### config.mk
export PLATFORM = sky130hd
export DESIGN_NAME = positional_circular_list_core
export DESIGN_NICKNAME = d
export VERILOG_FILES = /design/src/pcl_pkg.sv /design/src/positional_circular_list_core.sv /design/src/pcl_datapath.sv /design/src/pcl_ctrl.sv
export SDC_FILE = /design/constraint.sdc
export NUM_CORES = 2
export LEC_CHECK = 0
export BUFFER_PORTS_ARGS = -buffer_cell sky130_fd_sc_hd__buf_2
export CORE_MARGIN = 8
export CORE_UTILIZATION = 33
export DETAILED_ROUTE_END_ITERATION = 6
export HOLD_SLACK_MARGIN = 0.1
export PLACE_DENSITY = 0.5
export SETUP_SLACK_MARGIN = 0.4
export SLEW_MARGIN = 20
export SYNTH_ARGS = -nofsm -noshare
export SYNTH_HDL_FRONTEND = slang
export SYNTH_SLANG_ARGS = --single-unit
### constraint.sdc
create_clock -name clk -period 12.4 [get_ports clk]
set_input_delay 1.24 -clock clk [delete_from_list [all_inputs] [get_ports clk]]
set_output_delay 1.24 -clock clk [all_outputs]
set_load 0.01 [all_outputs]
### src/pcl_pkg.sv
// Shared package for the positional circular list: sizes, operation and
// status codes, and the command/status structs between controller and datapath.
// Depends on nothing.
`default_nettype none

package pcl_pkg;

  // Number of elements the list can hold.
  localparam int CAPACITY = 64;

  // Field widths fixed by the stream format.
  localparam int VALUE_W  = 32;
  localparam int POS_W    = 7;
  localparam int OPCODE_W = 3;
  localparam int STATUS_W = 2;
  localparam int COUNT_W  = 7;

  // Widths that follow from the capacity.
  localparam int ADDR_W = (CAPACITY > 1) ? $clog2(CAPACITY) : 1;
  localparam int LEN_W  = $clog2(CAPACITY + 1);
  localparam int CMP_W  = POS_W + 1;

  // Stream data widths, padded to whole bytes.
  localparam int IN_TDATA_W  = ((VALUE_W + POS_W + 7) / 8) * 8;
  localparam int OUT_TDATA_W = ((VALUE_W + COUNT_W + 7) / 8) * 8;

  typedef enum logic [OPCODE_W-1:0] {
    OP_INS_HEAD = 3'd0,
    OP_INS_TAIL = 3'd1,
    OP_DEL_HEAD = 3'd2,
    OP_DEL_TAIL = 3'd3,
    OP_LIST     = 3'd4,
    OP_INS_AT   = 3'd5,
    OP_DEL_AT   = 3'd6
  } op_t;

  typedef enum logic [STATUS_W-1:0] {
    ST_OK      = 2'd0,
    ST_EMPTY   = 2'd1,
    ST_INVALID = 2'd2,
    ST_FULL    = 2'd3
  } st_t;

  // Commands from the controller to the datapath.
  typedef struct packed {
    logic load;         // latch the accepted item
    logic start_up;     // set up a walk toward the head (insert)
    logic start_down;   // set up a walk toward the tail (delete)
    logic start_list;   // set up a walk from the head (listing)
    logic walk_up;
    logic walk_down;
    logic walk_list;
    logic put;          // write the new value and grow the list
    logic shrink;       // shrink the list by one
    logic respond;      // load the single result of this item
    logic resp_take;    // that result carries the removed value
    st_t  resp_status;
  } dp_cmd_t;

  // Status from the datapath to the controller.
  typedef struct packed {
    op_t  opcode;
    logic full;
    logic empty;
    logic ins_pos_ok;
    logic del_pos_ok;
    logic up_done;
    logic fwd_done;
    logic out_free;
  } dp_stat_t;

endpackage

`default_nettype wire

### src/positional_circular_list_core.sv
// Top level of the positional circular list: stream ports around the
// controller (pcl_ctrl) and the datapath (pcl_datapath). Uses pcl_pkg.
//
//   Channel   Direction  Carries
//   s_axis    in         tuser: opcode; tdata: value, position
//   m_axis    out        tuser: status; tdata: result_value, element_count;
//                        tlast: final result of the item
//
// One item is in work at a time; a new transfer is taken once the previous
// item has placed its last result in the output register, which need not
// have been taken yet. An insert at 0-based index k moves the elements from
// k to the tail up one place, a delete moves those behind k down one place,
// and a list reads all elements; a rejected item walks nothing. The single
// read port of the element memory sets the walk rate: one element moved or
// listed per cycle, listing only while the output is not stalled.
// Reset clears the length and all control state; element storage is not
// cleared and never needs to be. Output stalls only hold listing and the
// final result; the memory is left consistent at every step.
`default_nettype none

module positional_circular_list_core (
  input  logic                                   clk,
  input  logic                                   rst,
  input  logic                                   s_axis_tvalid,
  output logic                                   s_axis_tready,
  // [31:0] value, [38:32] position, [39] zero
  input  logic [pcl_pkg::IN_TDATA_W-1:0]         s_axis_tdata,
  // [2:0] opcode
  input  logic [pcl_pkg::OPCODE_W-1:0]           s_axis_tuser,
  output logic                                   m_axis_tvalid,
  input  logic                                   m_axis_tready,
  // [31:0] result_value, [38:32] element_count, [39] zero
  output logic [pcl_pkg::OUT_TDATA_W-1:0]        m_axis_tdata,
  // [1:0] status
  output logic [pcl_pkg::STATUS_W-1:0]           m_axis_tuser,
  output logic                                   m_axis_tlast
);
  import pcl_pkg::*;

  dp_cmd_t                    cmd;
  dp_stat_t                   stat;
  logic signed [VALUE_W-1:0]  res_value;
  st_t                        res_status;
  logic [COUNT_W-1:0]         res_count;

  // The controller sequences each item; the handshake on the input side is
  // only open while it waits for work.
  pcl_ctrl u_ctrl (
    .clk      (clk),
    .rst      (rst),
    .in_valid (s_axis_tvalid),
    .in_ready (s_axis_tready),
    .stat     (stat),
    .cmd      (cmd)
  );

  // The datapath holds the elements in order, head at index zero, and
  // shifts them one per cycle on positional inserts and deletes.
  pcl_datapath u_dp (
    .clk         (clk),
    .rst         (rst),
    .cmd         (cmd),
    .stat        (stat),
    .in_opcode   (s_axis_tuser),
    .in_value    (s_axis_tdata[VALUE_W-1:0]),
    .in_position (s_axis_tdata[VALUE_W+POS_W-1:VALUE_W]),
    .out_valid   (m_axis_tvalid),
    .out_ready   (m_axis_tready),
    .out_value   (res_value),
    .out_status  (res_status),
    .out_count   (res_count),
    .out_last    (m_axis_tlast)
  );

  assign m_axis_tdata = OUT_TDATA_W'({res_count, res_value});
  assign m_axis_tuser = res_status;

endmodule

`default_nettype wire

### src/pcl_datapath.sv
// Datapath of the positional circular list: element memory, length, walk
// pointer, item latch and the result register. Uses pcl_pkg.
`default_nettype none

module pcl_datapath (
  input  logic                                clk,
  input  logic                                rst,
  input  pcl_pkg::dp_cmd_t                    cmd,
  output pcl_pkg::dp_stat_t                   stat,
  input  logic [pcl_pkg::OPCODE_W-1:0]        in_opcode,
  input  logic signed [pcl_pkg::VALUE_W-1:0]  in_value,
  input  logic [pcl_pkg::POS_W-1:0]           in_position,
  output logic                                out_valid,
  input  logic                                out_ready,
  output logic signed [pcl_pkg::VALUE_W-1:0]  out_value,
  output pcl_pkg::st_t                        out_status,
  output logic [pcl_pkg::COUNT_W-1:0]         out_count,
  output logic                                out_last
);
  import pcl_pkg::*;

  op_t                 opcode;
  logic [VALUE_W-1:0]  value;
  logic [POS_W-1:0]    position;

  logic [LEN_W-1:0]    len;
  logic [LEN_W-1:0]    ptr;
  logic [ADDR_W-1:0]   idx;

  logic [VALUE_W-1:0]  mem [CAPACITY];
  logic [VALUE_W-1:0]  rdata;
  logic [ADDR_W-1:0]   rd_addr;
  logic [ADDR_W-1:0]   rd_addr_next;
  logic                rd_vld;
  logic [VALUE_W-1:0]  taken;

  logic                out_free;
  logic                adv;
  logic                up_rd;
  logic                fwd_rd;
  logic                rd_issue;
  logic                wr_en;
  logic [ADDR_W-1:0]   wr_addr;
  logic [VALUE_W-1:0]  wr_data;
  logic                capture;
  logic                load_out;

  // Element index the operation works on.
  always_comb begin
    unique case (opcode) inside
      OP_INS_HEAD, OP_DEL_HEAD: idx = '0;
      OP_INS_TAIL:              idx = len[ADDR_W-1:0];
      OP_DEL_TAIL:              idx = ADDR_W'(len - 1'b1);
      OP_INS_AT, OP_DEL_AT:     idx = ADDR_W'(position - 1'b1);
      default:                  idx = '0;
    endcase
  end

  assign out_free = !out_valid || out_ready;
  assign adv      = !rd_vld || out_free;

  // An insert walks from the tail down to idx; deletes and listing walk up.
  assign up_rd    = cmd.walk_up && (ptr > LEN_W'(idx));
  assign fwd_rd   = (cmd.walk_down || (cmd.walk_list && adv)) && (ptr < len);
  assign rd_issue = up_rd || fwd_rd;
  assign rd_addr_next = up_rd ? ADDR_W'(ptr - 1'b1) : ptr[ADDR_W-1:0];

  assign capture = cmd.walk_down && rd_vld && (rd_addr == idx);

  always_comb begin
    wr_en   = 1'b0;
    wr_addr = idx;
    wr_data = value;
    if (cmd.put) begin
      wr_en = 1'b1;
    end else if (cmd.walk_up && rd_vld) begin
      wr_en   = 1'b1;
      wr_addr = rd_addr + 1'b1;
      wr_data = rdata;
    end else if (cmd.walk_down && rd_vld && !capture) begin
      wr_en   = 1'b1;
      wr_addr = rd_addr - 1'b1;
      wr_data = rdata;
    end
  end

  always_ff @(posedge clk) begin
    if (wr_en) begin
      mem[wr_addr] <= wr_data;
    end
    if (rd_issue) begin
      rdata <= mem[rd_addr_next];
    end
  end

  assign load_out = cmd.respond || (cmd.walk_list && rd_vld && out_free);

  // Control state.
  always_ff @(posedge clk) begin
    if (rst) begin
      len       <= '0;
      ptr       <= '0;
      rd_vld    <= 1'b0;
      out_valid <= 1'b0;
    end else begin
      if (cmd.put) begin
        len <= len + 1'b1;
      end else if (cmd.shrink) begin
        len <= len - 1'b1;
      end

      if (cmd.start_up) begin
        ptr <= len;
      end else if (cmd.start_down) begin
        ptr <= LEN_W'(idx);
      end else if (cmd.start_list) begin
        ptr <= '0;
      end else if (up_rd) begin
        ptr <= ptr - 1'b1;
      end else if (fwd_rd) begin
        ptr <= ptr + 1'b1;
      end

      if (cmd.start_up || cmd.start_down || cmd.start_list) begin
        rd_vld <= 1'b0;
      end else if (cmd.walk_up || cmd.walk_down || (cmd.walk_list && adv)) begin
        rd_vld <= rd_issue;
      end

      if (load_out) begin
        out_valid <= 1'b1;
      end else if (out_ready) begin
        out_valid <= 1'b0;
      end
    end
  end

  // Payload registers.
  always_ff @(posedge clk) begin
    if (cmd.load) begin
      opcode   <= op_t'(in_opcode);
      value    <= in_value;
      position <= in_position;
    end
    if (rd_issue) begin
      rd_addr <= rd_addr_next;
    end
    if (capture) begin
      taken <= rdata;
    end
    if (load_out) begin
      out_count <= COUNT_W'(len);
      if (cmd.respond) begin
        out_value  <= cmd.resp_take ? taken : '0;
        out_status <= cmd.resp_status;
        out_last   <= 1'b1;
      end else begin
        out_value  <= rdata;
        out_status <= ST_OK;
        out_last   <= (rd_addr == ADDR_W'(len - 1'b1));
      end
    end
  end

  assign stat.opcode     = opcode;
  assign stat.full       = (len == LEN_W'(CAPACITY));
  assign stat.empty      = (len == '0);
  assign stat.ins_pos_ok = (position != '0) &&
                           (CMP_W'(position) <= CMP_W'(len) + CMP_W'(1));
  assign stat.del_pos_ok = (position != '0) && (CMP_W'(position) <= CMP_W'(len));
  assign stat.up_done    = (ptr == LEN_W'(idx)) && !rd_vld;
  assign stat.fwd_done   = (ptr == len) && !rd_vld;
  assign stat.out_free   = out_free;

  a_len_max: assert property (@(posedge clk) disable iff (rst)
    len <= LEN_W'(CAPACITY))
    else $error("list length above capacity");

  a_put_room: assert property (@(posedge clk) disable iff (rst)
    cmd.put |-> (len < LEN_W'(CAPACITY)))
    else $error("insert into a full list");

  a_shrink_nonempty: assert property (@(posedge clk) disable iff (rst)
    cmd.shrink |-> (len != '0))
    else $error("delete from an empty list");

  a_read_in_range: assert property (@(posedge clk) disable iff (rst)
    rd_vld |-> (LEN_W'(rd_addr) < len))
    else $error("walk read beyond the stored elements");

  a_respond_free: assert property (@(posedge clk) disable iff (rst)
    cmd.respond |-> out_free)
    else $error("result register overwritten while a result waits");

endmodule

`default_nettype wire

### src/pcl_ctrl.sv
// Controller of the positional circular list: one-hot state machine that
// sequences decode, memory walks and the result. Uses pcl_pkg.
`default_nettype none

module pcl_ctrl (
  input  logic               clk,
  input  logic               rst,
  input  logic               in_valid,
  output logic               in_ready,
  input  pcl_pkg::dp_stat_t  stat,
  output pcl_pkg::dp_cmd_t   cmd
);
  import pcl_pkg::*;

  typedef enum logic [6:0] {
    S_IDLE   = 7'b0000001,
    S_DECIDE = 7'b0000010,
    S_UP     = 7'b0000100,
    S_PUT    = 7'b0001000,
    S_DOWN   = 7'b0010000,
    S_LIST   = 7'b0100000,
    S_RESP   = 7'b1000000
  } state_t;

  state_t state, state_next;
  st_t    status, status_next;
  logic   take, take_next;

  always_ff @(posedge clk) begin
    if (rst) begin
      state <= S_IDLE;
    end else begin
      state <= state_next;
    end
  end

  always_ff @(posedge clk) begin
    status <= status_next;
    take   <= take_next;
  end

  assign in_ready = (state == S_IDLE);

  always_comb begin
    state_next  = state;
    status_next = status;
    take_next   = take;
    cmd         = '0;
    cmd.resp_status = status;
    cmd.resp_take   = take;
    unique case (state)
      S_IDLE: begin
        if (in_valid) begin
          cmd.load   = 1'b1;
          state_next = S_DECIDE;
        end
      end
      S_DECIDE: begin
        take_next   = 1'b0;
        status_next = ST_OK;
        state_next  = S_RESP;
        unique case (stat.opcode) inside
          OP_INS_HEAD, OP_INS_TAIL, OP_INS_AT: begin
            if (stat.full) begin
              status_next = ST_FULL;
            end else if (stat.opcode == OP_INS_AT && !stat.ins_pos_ok) begin
              status_next = ST_INVALID;
            end else begin
              cmd.start_up = 1'b1;
              state_next   = S_UP;
            end
          end
          OP_DEL_HEAD, OP_DEL_TAIL, OP_DEL_AT: begin
            if (stat.empty) begin
              status_next = ST_EMPTY;
            end else if (stat.opcode == OP_DEL_AT && !stat.del_pos_ok) begin
              status_next = ST_INVALID;
            end else begin
              take_next      = 1'b1;
              cmd.start_down = 1'b1;
              state_next     = S_DOWN;
            end
          end
          OP_LIST: begin
            if (stat.empty) begin
              status_next = ST_EMPTY;
            end else begin
              cmd.start_list = 1'b1;
              state_next     = S_LIST;
            end
          end
          default: begin
            status_next = ST_INVALID;
          end
        endcase
      end
      S_UP: begin
        cmd.walk_up = 1'b1;
        if (stat.up_done) begin
          state_next = S_PUT;
        end
      end
      S_PUT: begin
        cmd.put    = 1'b1;
        state_next = S_RESP;
      end
      S_DOWN: begin
        cmd.walk_down = 1'b1;
        if (stat.fwd_done) begin
          cmd.shrink = 1'b1;
          state_next = S_RESP;
        end
      end
      S_LIST: begin
        cmd.walk_list = 1'b1;
        if (stat.fwd_done) begin
          state_next = S_IDLE;
        end
      end
      S_RESP: begin
        if (stat.out_free) begin
          cmd.respond = 1'b1;
          state_next  = S_IDLE;
        end
      end
      default: begin
        state_next = S_IDLE;
      end
    endcase
  end

endmodule

`default_nettype wire
Word-level counts from Yosys, hierarchy flattened. Memory sizes are Yosys's and may differ from the RTL's. A register that Yosys moved wholly into a read port is not among the register bits. Index checks and enable logic that the tools add are counted.

Output and inout bits: 45. Word-level logic and storage cells: 153. Flip-flop bits (word level): 148. Memory bits (writable): 2048. Memories kept: 1. Input bits: 47.

Memory list: u_dp.mem (depth 64, width 32, read ports 1, clocked after Yosys merged registers in 1, write ports 1, line pcl_datapath.sv:30) `logic [VALUE_W-1:0] mem [CAPACITY];`.

$add $sub $neg: 8. Mux-type cells: 61. Eq/ne operators: 23. $lt $le $gt $ge: 4. Reduce and logical (&&, ||, !) cells: 40.

Operator list (count): two-way mux 32 bit (5); two-way mux 7 bit (17); case mux 7 bit (7 select lines) (1); two-way mux 1 bit (26); two-way mux 6 bit (4); case mux 7 bit (3 select lines) (1); case mux 6 bit (3 select lines) (1); logical AND 1 bit (15); adder 7 x 1 -> 7 bit, second input constant (2); equality test 7 bit, second input constant (2); subtractor 7 x 1 -> 7 bit, second input constant (2); equality test 6 bit (2); subtractor 6 x 1 -> 6 bit, second input constant (2); equality test 3 bit, second input constant (3); logical OR 1 bit (9); adder 7 x 1 -> 8 bit, second input constant (1); less-or-equal comparator 7 x 8 -> 1 bit (1); two-way mux 2 bit (4); inequality test 2 bit, second input constant (4); equality test 7 x 1 -> 1 bit, second input constant (1); equality test 7 x 2 -> 1 bit, second input constant (1); equality test 7 x 3 -> 1 bit, second input constant (1); equality test 7 x 4 -> 1 bit, second input constant (1); equality test 7 x 5 -> 1 bit, second input constant (1); 21 further kinds (29).

Longest topological paths before layout.
Word-level depth: 12. Mapped depth: 25. Gate-level depth less buffers: 20.

Modules after synthesis. A second synthesis with hierarchy kept.

Cells, all modules: 7609. Area, all modules: 104479.0 um2.

By module, submodules not included: pcl_datapath (cells an instance 7525, times used 1, area each 103763.3 um2, sequential area each 66443.7 um2); pcl_ctrl (cells an instance 82, times used 1, area each 704.4 um2, sequential area each 230.2 um2); positional_circular_list_core (cells an instance 2, times used 1, area each 11.3 um2, sequential area each 0.0 um2).

Worst setup path after synthesis. No wires, ideal clock.

Path type: input -> register. From: input m_axis_tready. To: register u_dp.out_count[0] in the netlist's numbering, enable pin. Cell stages on the path: 2. Arrival: 5488 ps. Path buffers: 0. Path slack: 6363 ps. Setup time: 549 ps. Data required time: 11851 ps. Cell sequence: nor2b_1 -> nor4_1.

Cells in the longest elaborated chain, start to end: 4. Elaborated cells between the ends (all ways): 5. Those cells by class: 2 x mux; 3 x reduce/logical.

RTL lines: from (decl) (line positional_circular_list_core.sv:31) `input logic m_axis_tready,`; logical OR 1 bit * (line pcl_datapath.sv:59) `assign out_free = !out_valid || out_ready;`; two-way mux 1 bit (line pcl_ctrl.sv:121) `if (stat.out_free) begin`; two-way mux 1 bit (line pcl_ctrl.sv:51) `unique case (state)`; logical OR 1 bit * (line pcl_datapath.sv:96) `assign load_out = cmd.respond || (cmd.walk_list && rd_vld && out_free);`; net u_dp.load_out (line pcl_datapath.sv:46) `logic load_out;`; to (signal assigned) (line pcl_datapath.sv:152) `out_count <= COUNT_W'(len);`; to (decl) (line pcl_datapath.sv:17) `output logic [pcl_pkg::COUNT_W-1:0] out_count,`.

The timed path passes the listed nets; every way through them passes the cells marked *. A chain may end at the register's enable or synchronous reset.

Worst setup path after layout.
From: register u_dp.len[0]. To: register u_dp.rdata[14], read port of u_dp.mem (data pin).

Cells in the longest elaborated chain, start to end: 5. Elaborated cells between the ends (all ways): 8. Those cells by class: 1 x add/sub; 2 x order compare; 2 x mux; 3 x reduce/logical.

RTL lines: from (decl) (line pcl_datapath.sv:26) `logic [LEN_W-1:0] len;`; from (signal assigned) (line pcl_datapath.sv:107) `len <= len + 1'b1;`; from (signal assigned) (line pcl_datapath.sv:109) `len <= len - 1'b1;`; subtractor 7 x 1 -> 7 bit (line pcl_datapath.sv:53) `OP_DEL_TAIL: idx = ADDR_W'(len - 1'b1);`; case mux 6 bit (3 select lines) (line pcl_datapath.sv:50) `unique case (opcode) inside`; greater-than comparator 7 x 6 -> 1 bit (line pcl_datapath.sv:63) `assign up_rd = cmd.walk_up && (ptr > LEN_W'(idx));`; logical AND 1 bit (line pcl_datapath.sv:63); two-way mux 6 bit or logical OR 1 bit (tied branches) (line pcl_datapath.sv:66, pcl_datapath.sv:65); to (decl) (line pcl_datapath.sv:31) `logic [VALUE_W-1:0] rdata;`.

Parallel ways exist; a longest one is shown, timed or not.

==> impl_metrics.ini <==
[run_status]
status = complete, no violations

[grt]
grt_max_degree = 137
grt_pass1_wl_mm = 350
use_met1_pct = 24.7
grt_pass1_vias = 46351
grt.met3_usage_pct = 2.79
antenna_found_initial = 9
grt_usage_pct = 17.2
grt_overflow = 0
use_met2_pct = 27.6
grt.busiest_layer = met2

[placed_design]
dp_hpwl_mm = 137
io_buffer_count = 89
gp_congestion = 0.818
dp_slack_ns = 4.67
placed_cells = 8398

[clock_tree]
clkTransAtPathRegs_ns = 0.06
cts_buffers = 231
cts_htree_levels = 4
cts_hold_buf = 0
root_buffer = clkbuf_16
clockBufferDepth = 3
cts_tree = yes
post_cts_buffers = 0
cts_num_sinks = 2228
clock_latency_ns = 0.89
post_cts_resized = 0

[setup_path]
critPathKind = flip-flop to flip-flop
crit_chain = inv_1, ha_1, nor3b_1, xnor2_1, o32ai_1, a21o_1, inv_1, ha_1, nand2_1, or4_1, o2111a_1, inv_2, or3_1, and2_4, inv_8, buf_12, buf_12, mux4_2, o22ai_1, nor2_1, nand3_1, nor4_1
worstPathRequired_ns = 12.91
slowest_stage = nor4_1
max_stage_delay_ns = 0.81
cp-start-kind = flip-flop
crit_path_end_kind = flip-flop
cp.arrival_ns = 8.34
cp_max_fo = 92

[logic_synthesis]
ys_ff_latch = 2228
syn_area_per_cell_um2 = 17.7
synth_fp_nets = 5009
synth_ff_type = edfxtp_1
yosys_warnings = 0
netlist_instances = 4925
synth-edff-count = 2205
async_flop_share_pct = 0
synth_top_cell_area_share_pct = 75.8
synth_area_leaders = edfxtp_1 76%, mux4_2 8.3%, nand2_1 2.4%, nand3_1 1.3%, mux2i_1 1.2%
yosysTopAreaCell = edfxtp_1
synth.distinct_cells = 83
yosysSeqAreaShare_pct = 76.3
synth_area_mm2 = 0.0874

[cells_and_area]
final_nets = 5182
drive_above_1_share_pct = 19.2
final_cell_mix = 2205 x edfxtp_1, 558 x nand2_1, 323 x mux4_2
fillers = 24443
multiInputGateArea_mm2 = 0.0199
final_cells = 8826
syn2layout_area_growth_pct = 14.5
final-seq-area_mm2 = 0.0667
final_common_cell = edfxtp_1

[drt]
antenna_left = 0
wl_per_cell_um = 28.1
vias_per_cell = 5.30
drtIter0Drc = 5096
drtPass1Iterations = 5
wl_mm = 248
drc_errors = 0
vias = 46738

[floorplanning]
die_w_um = 531
initial_utilization_pct = 33.1
rows = 189
io-pin-count = 92
die_area_mm2 = 0.282
core_mm2 = 0.264
die_height_um = 531

[sta]
hold_viol = 0
tightest_slew_ns = 1.11
finalSetupViolations = 0
rsz0062_at_grt = no
clock.fmax_mhz = 128
drv_slew = 0
setup_tns_ns = 0
whs_ns = 0.457
slew_headroom_pct = 25.1
skew_ns = 0.0586
timing.final.crit_period_ns = 7.83
post-route-period-util_pct = 63.1
setup_ws_ns = 4.57

[power]
power.density_mw_per_mm2 = 160
ir_drop_v = 0.000165
leakage_uw = 0.0309

[min_path]
hp-class = flip-flop to flip-flop

[flow_run]
cap_violations = 0
[power breakdown]
| part | leakage [µW] | internal, µW | switching [µW] | total (µW) |
|---|---|---|---|---|
| registers | 0.0200 | 8480 | 31.4 | 8510 |
| logic | 0.00743 | 217 | 659 | 876 |
| clock network | 0.00349 | 3660 | 2940 | 6600 |
| total | 0.0309 | 12300 | 3630 | 16000 |
[layout make-up]
cell class	instances	share of cell area, %
Antenna cell	4	0.0100
Clock buffer	282	5.97
Clock inverter	142	1.21
Inverter	38	0.158
Multi-Input combinational cell	2361	19.9
Sequential cell	2228	66.7
Tap cell	3533	4.42
Timing Repair Buffer	238	1.69
[synthesized netlist by cell type (all sizes together) (8+ instances only)]
| master | count |
|---|---|
| a2111oi | 12 |
| a211o | 9 |
| a211oi | 12 |
| a21o | 31 |
| a21oi | 114 |
| a221oi | 13 |
| a22o | 10 |
| a22oi | 20 |
| a31oi | 98 |
| a41oi | 25 |
| and2 | 10 |
| and3 | 74 |
| buf | 150 |
| clkbuf | 148 |
| dfxtp | 23 |
| edfxtp | 2205 |
| ha | 37 |
| inv | 37 |
| mux2 | 35 |
| mux2i | 109 |
| mux4 | 323 |
| nand2 | 559 |
| nand2b | 11 |
| nand3 | 230 |
| nand3b | 9 |
| nand4 | 48 |
| nor2 | 149 |
| nor2b | 12 |
| nor3 | 38 |
| nor4 | 35 |
| o211ai | 24 |
| o21ai | 80 |
| o221ai | 35 |
| o22ai | 81 |
| or3 | 15 |
| xnor2 | 35 |
| xor2 | 8 |
[kinds of logic after synthesis]
kind of cell	after synthesis	synth area share (%)
AOI/OAI and AO/OA	597	4.58
DFF	2228	76.3
xor gates and xnor gates	43	0.431
and+or+nand+nor	1216	6.43
adders and majority gates	37	0.530
other	1	0.00429
buffers and inverters	336	1.69
muxes	467	10.0
[registers in the layout, indices dropped and copies added (netlist names), 7 cells and up]
signal / count
u_dp.mem: 2048
u_dp.out_value: 32
u_dp.rdata: 32
u_dp.taken: 32
u_dp.value: 32
u_ctrl.state: 7
u_dp.len: 7
u_dp.out_count: 7
u_dp.position: 7
u_dp.ptr: 7
[routing by layer]
layer	part of all wire, %	vias to the layer above
met5	0	-
met4	2.1	0
met3	6.2	332
met2	47	1513
met1	45	24782
li1	-	20111
[worst max-delay path: cells and delay by family (launching register included)]
family                   cells  cell delay, ns
AO/OA/AOI/OAI                4            0.96
XOR/XNOR                     1            0.27
flip-flops                   1            0.63
AND/OR/NAND/NOR              8            2.26
buffers and inverters        6            2.16
adder cells (fa/ha/maj)      2            0.66
multiplexers                 1            0.33
[final timing paths]
path         depth (start not counted)           start  slack, ns              to
max reg2reg                         22     u_dp.len[0]       4.57  u_dp.rdata[14]
max                                 22     u_dp.len[0]       4.57  u_dp.rdata[14]
min                                  0  u_dp.rdata[28]       0.46  u_dp.taken[28]
min reg2reg                          0  u_dp.rdata[28]       0.46  u_dp.taken[28]
[per-stage QoR]
step | area (µm²) | power, µW | utilization [%]
floorplan | 87400 | 9150 | -
global placement | 92800 | 9520 | 35.1
detailed placement | 92800 | 9540 | 35.1
CTS | 100000 | 16100 | 37.8
global route | 100000 | 16500 | 37.8
finish | 100000 | 16000 | 37.8
Power figures use the tool's default switching activity.
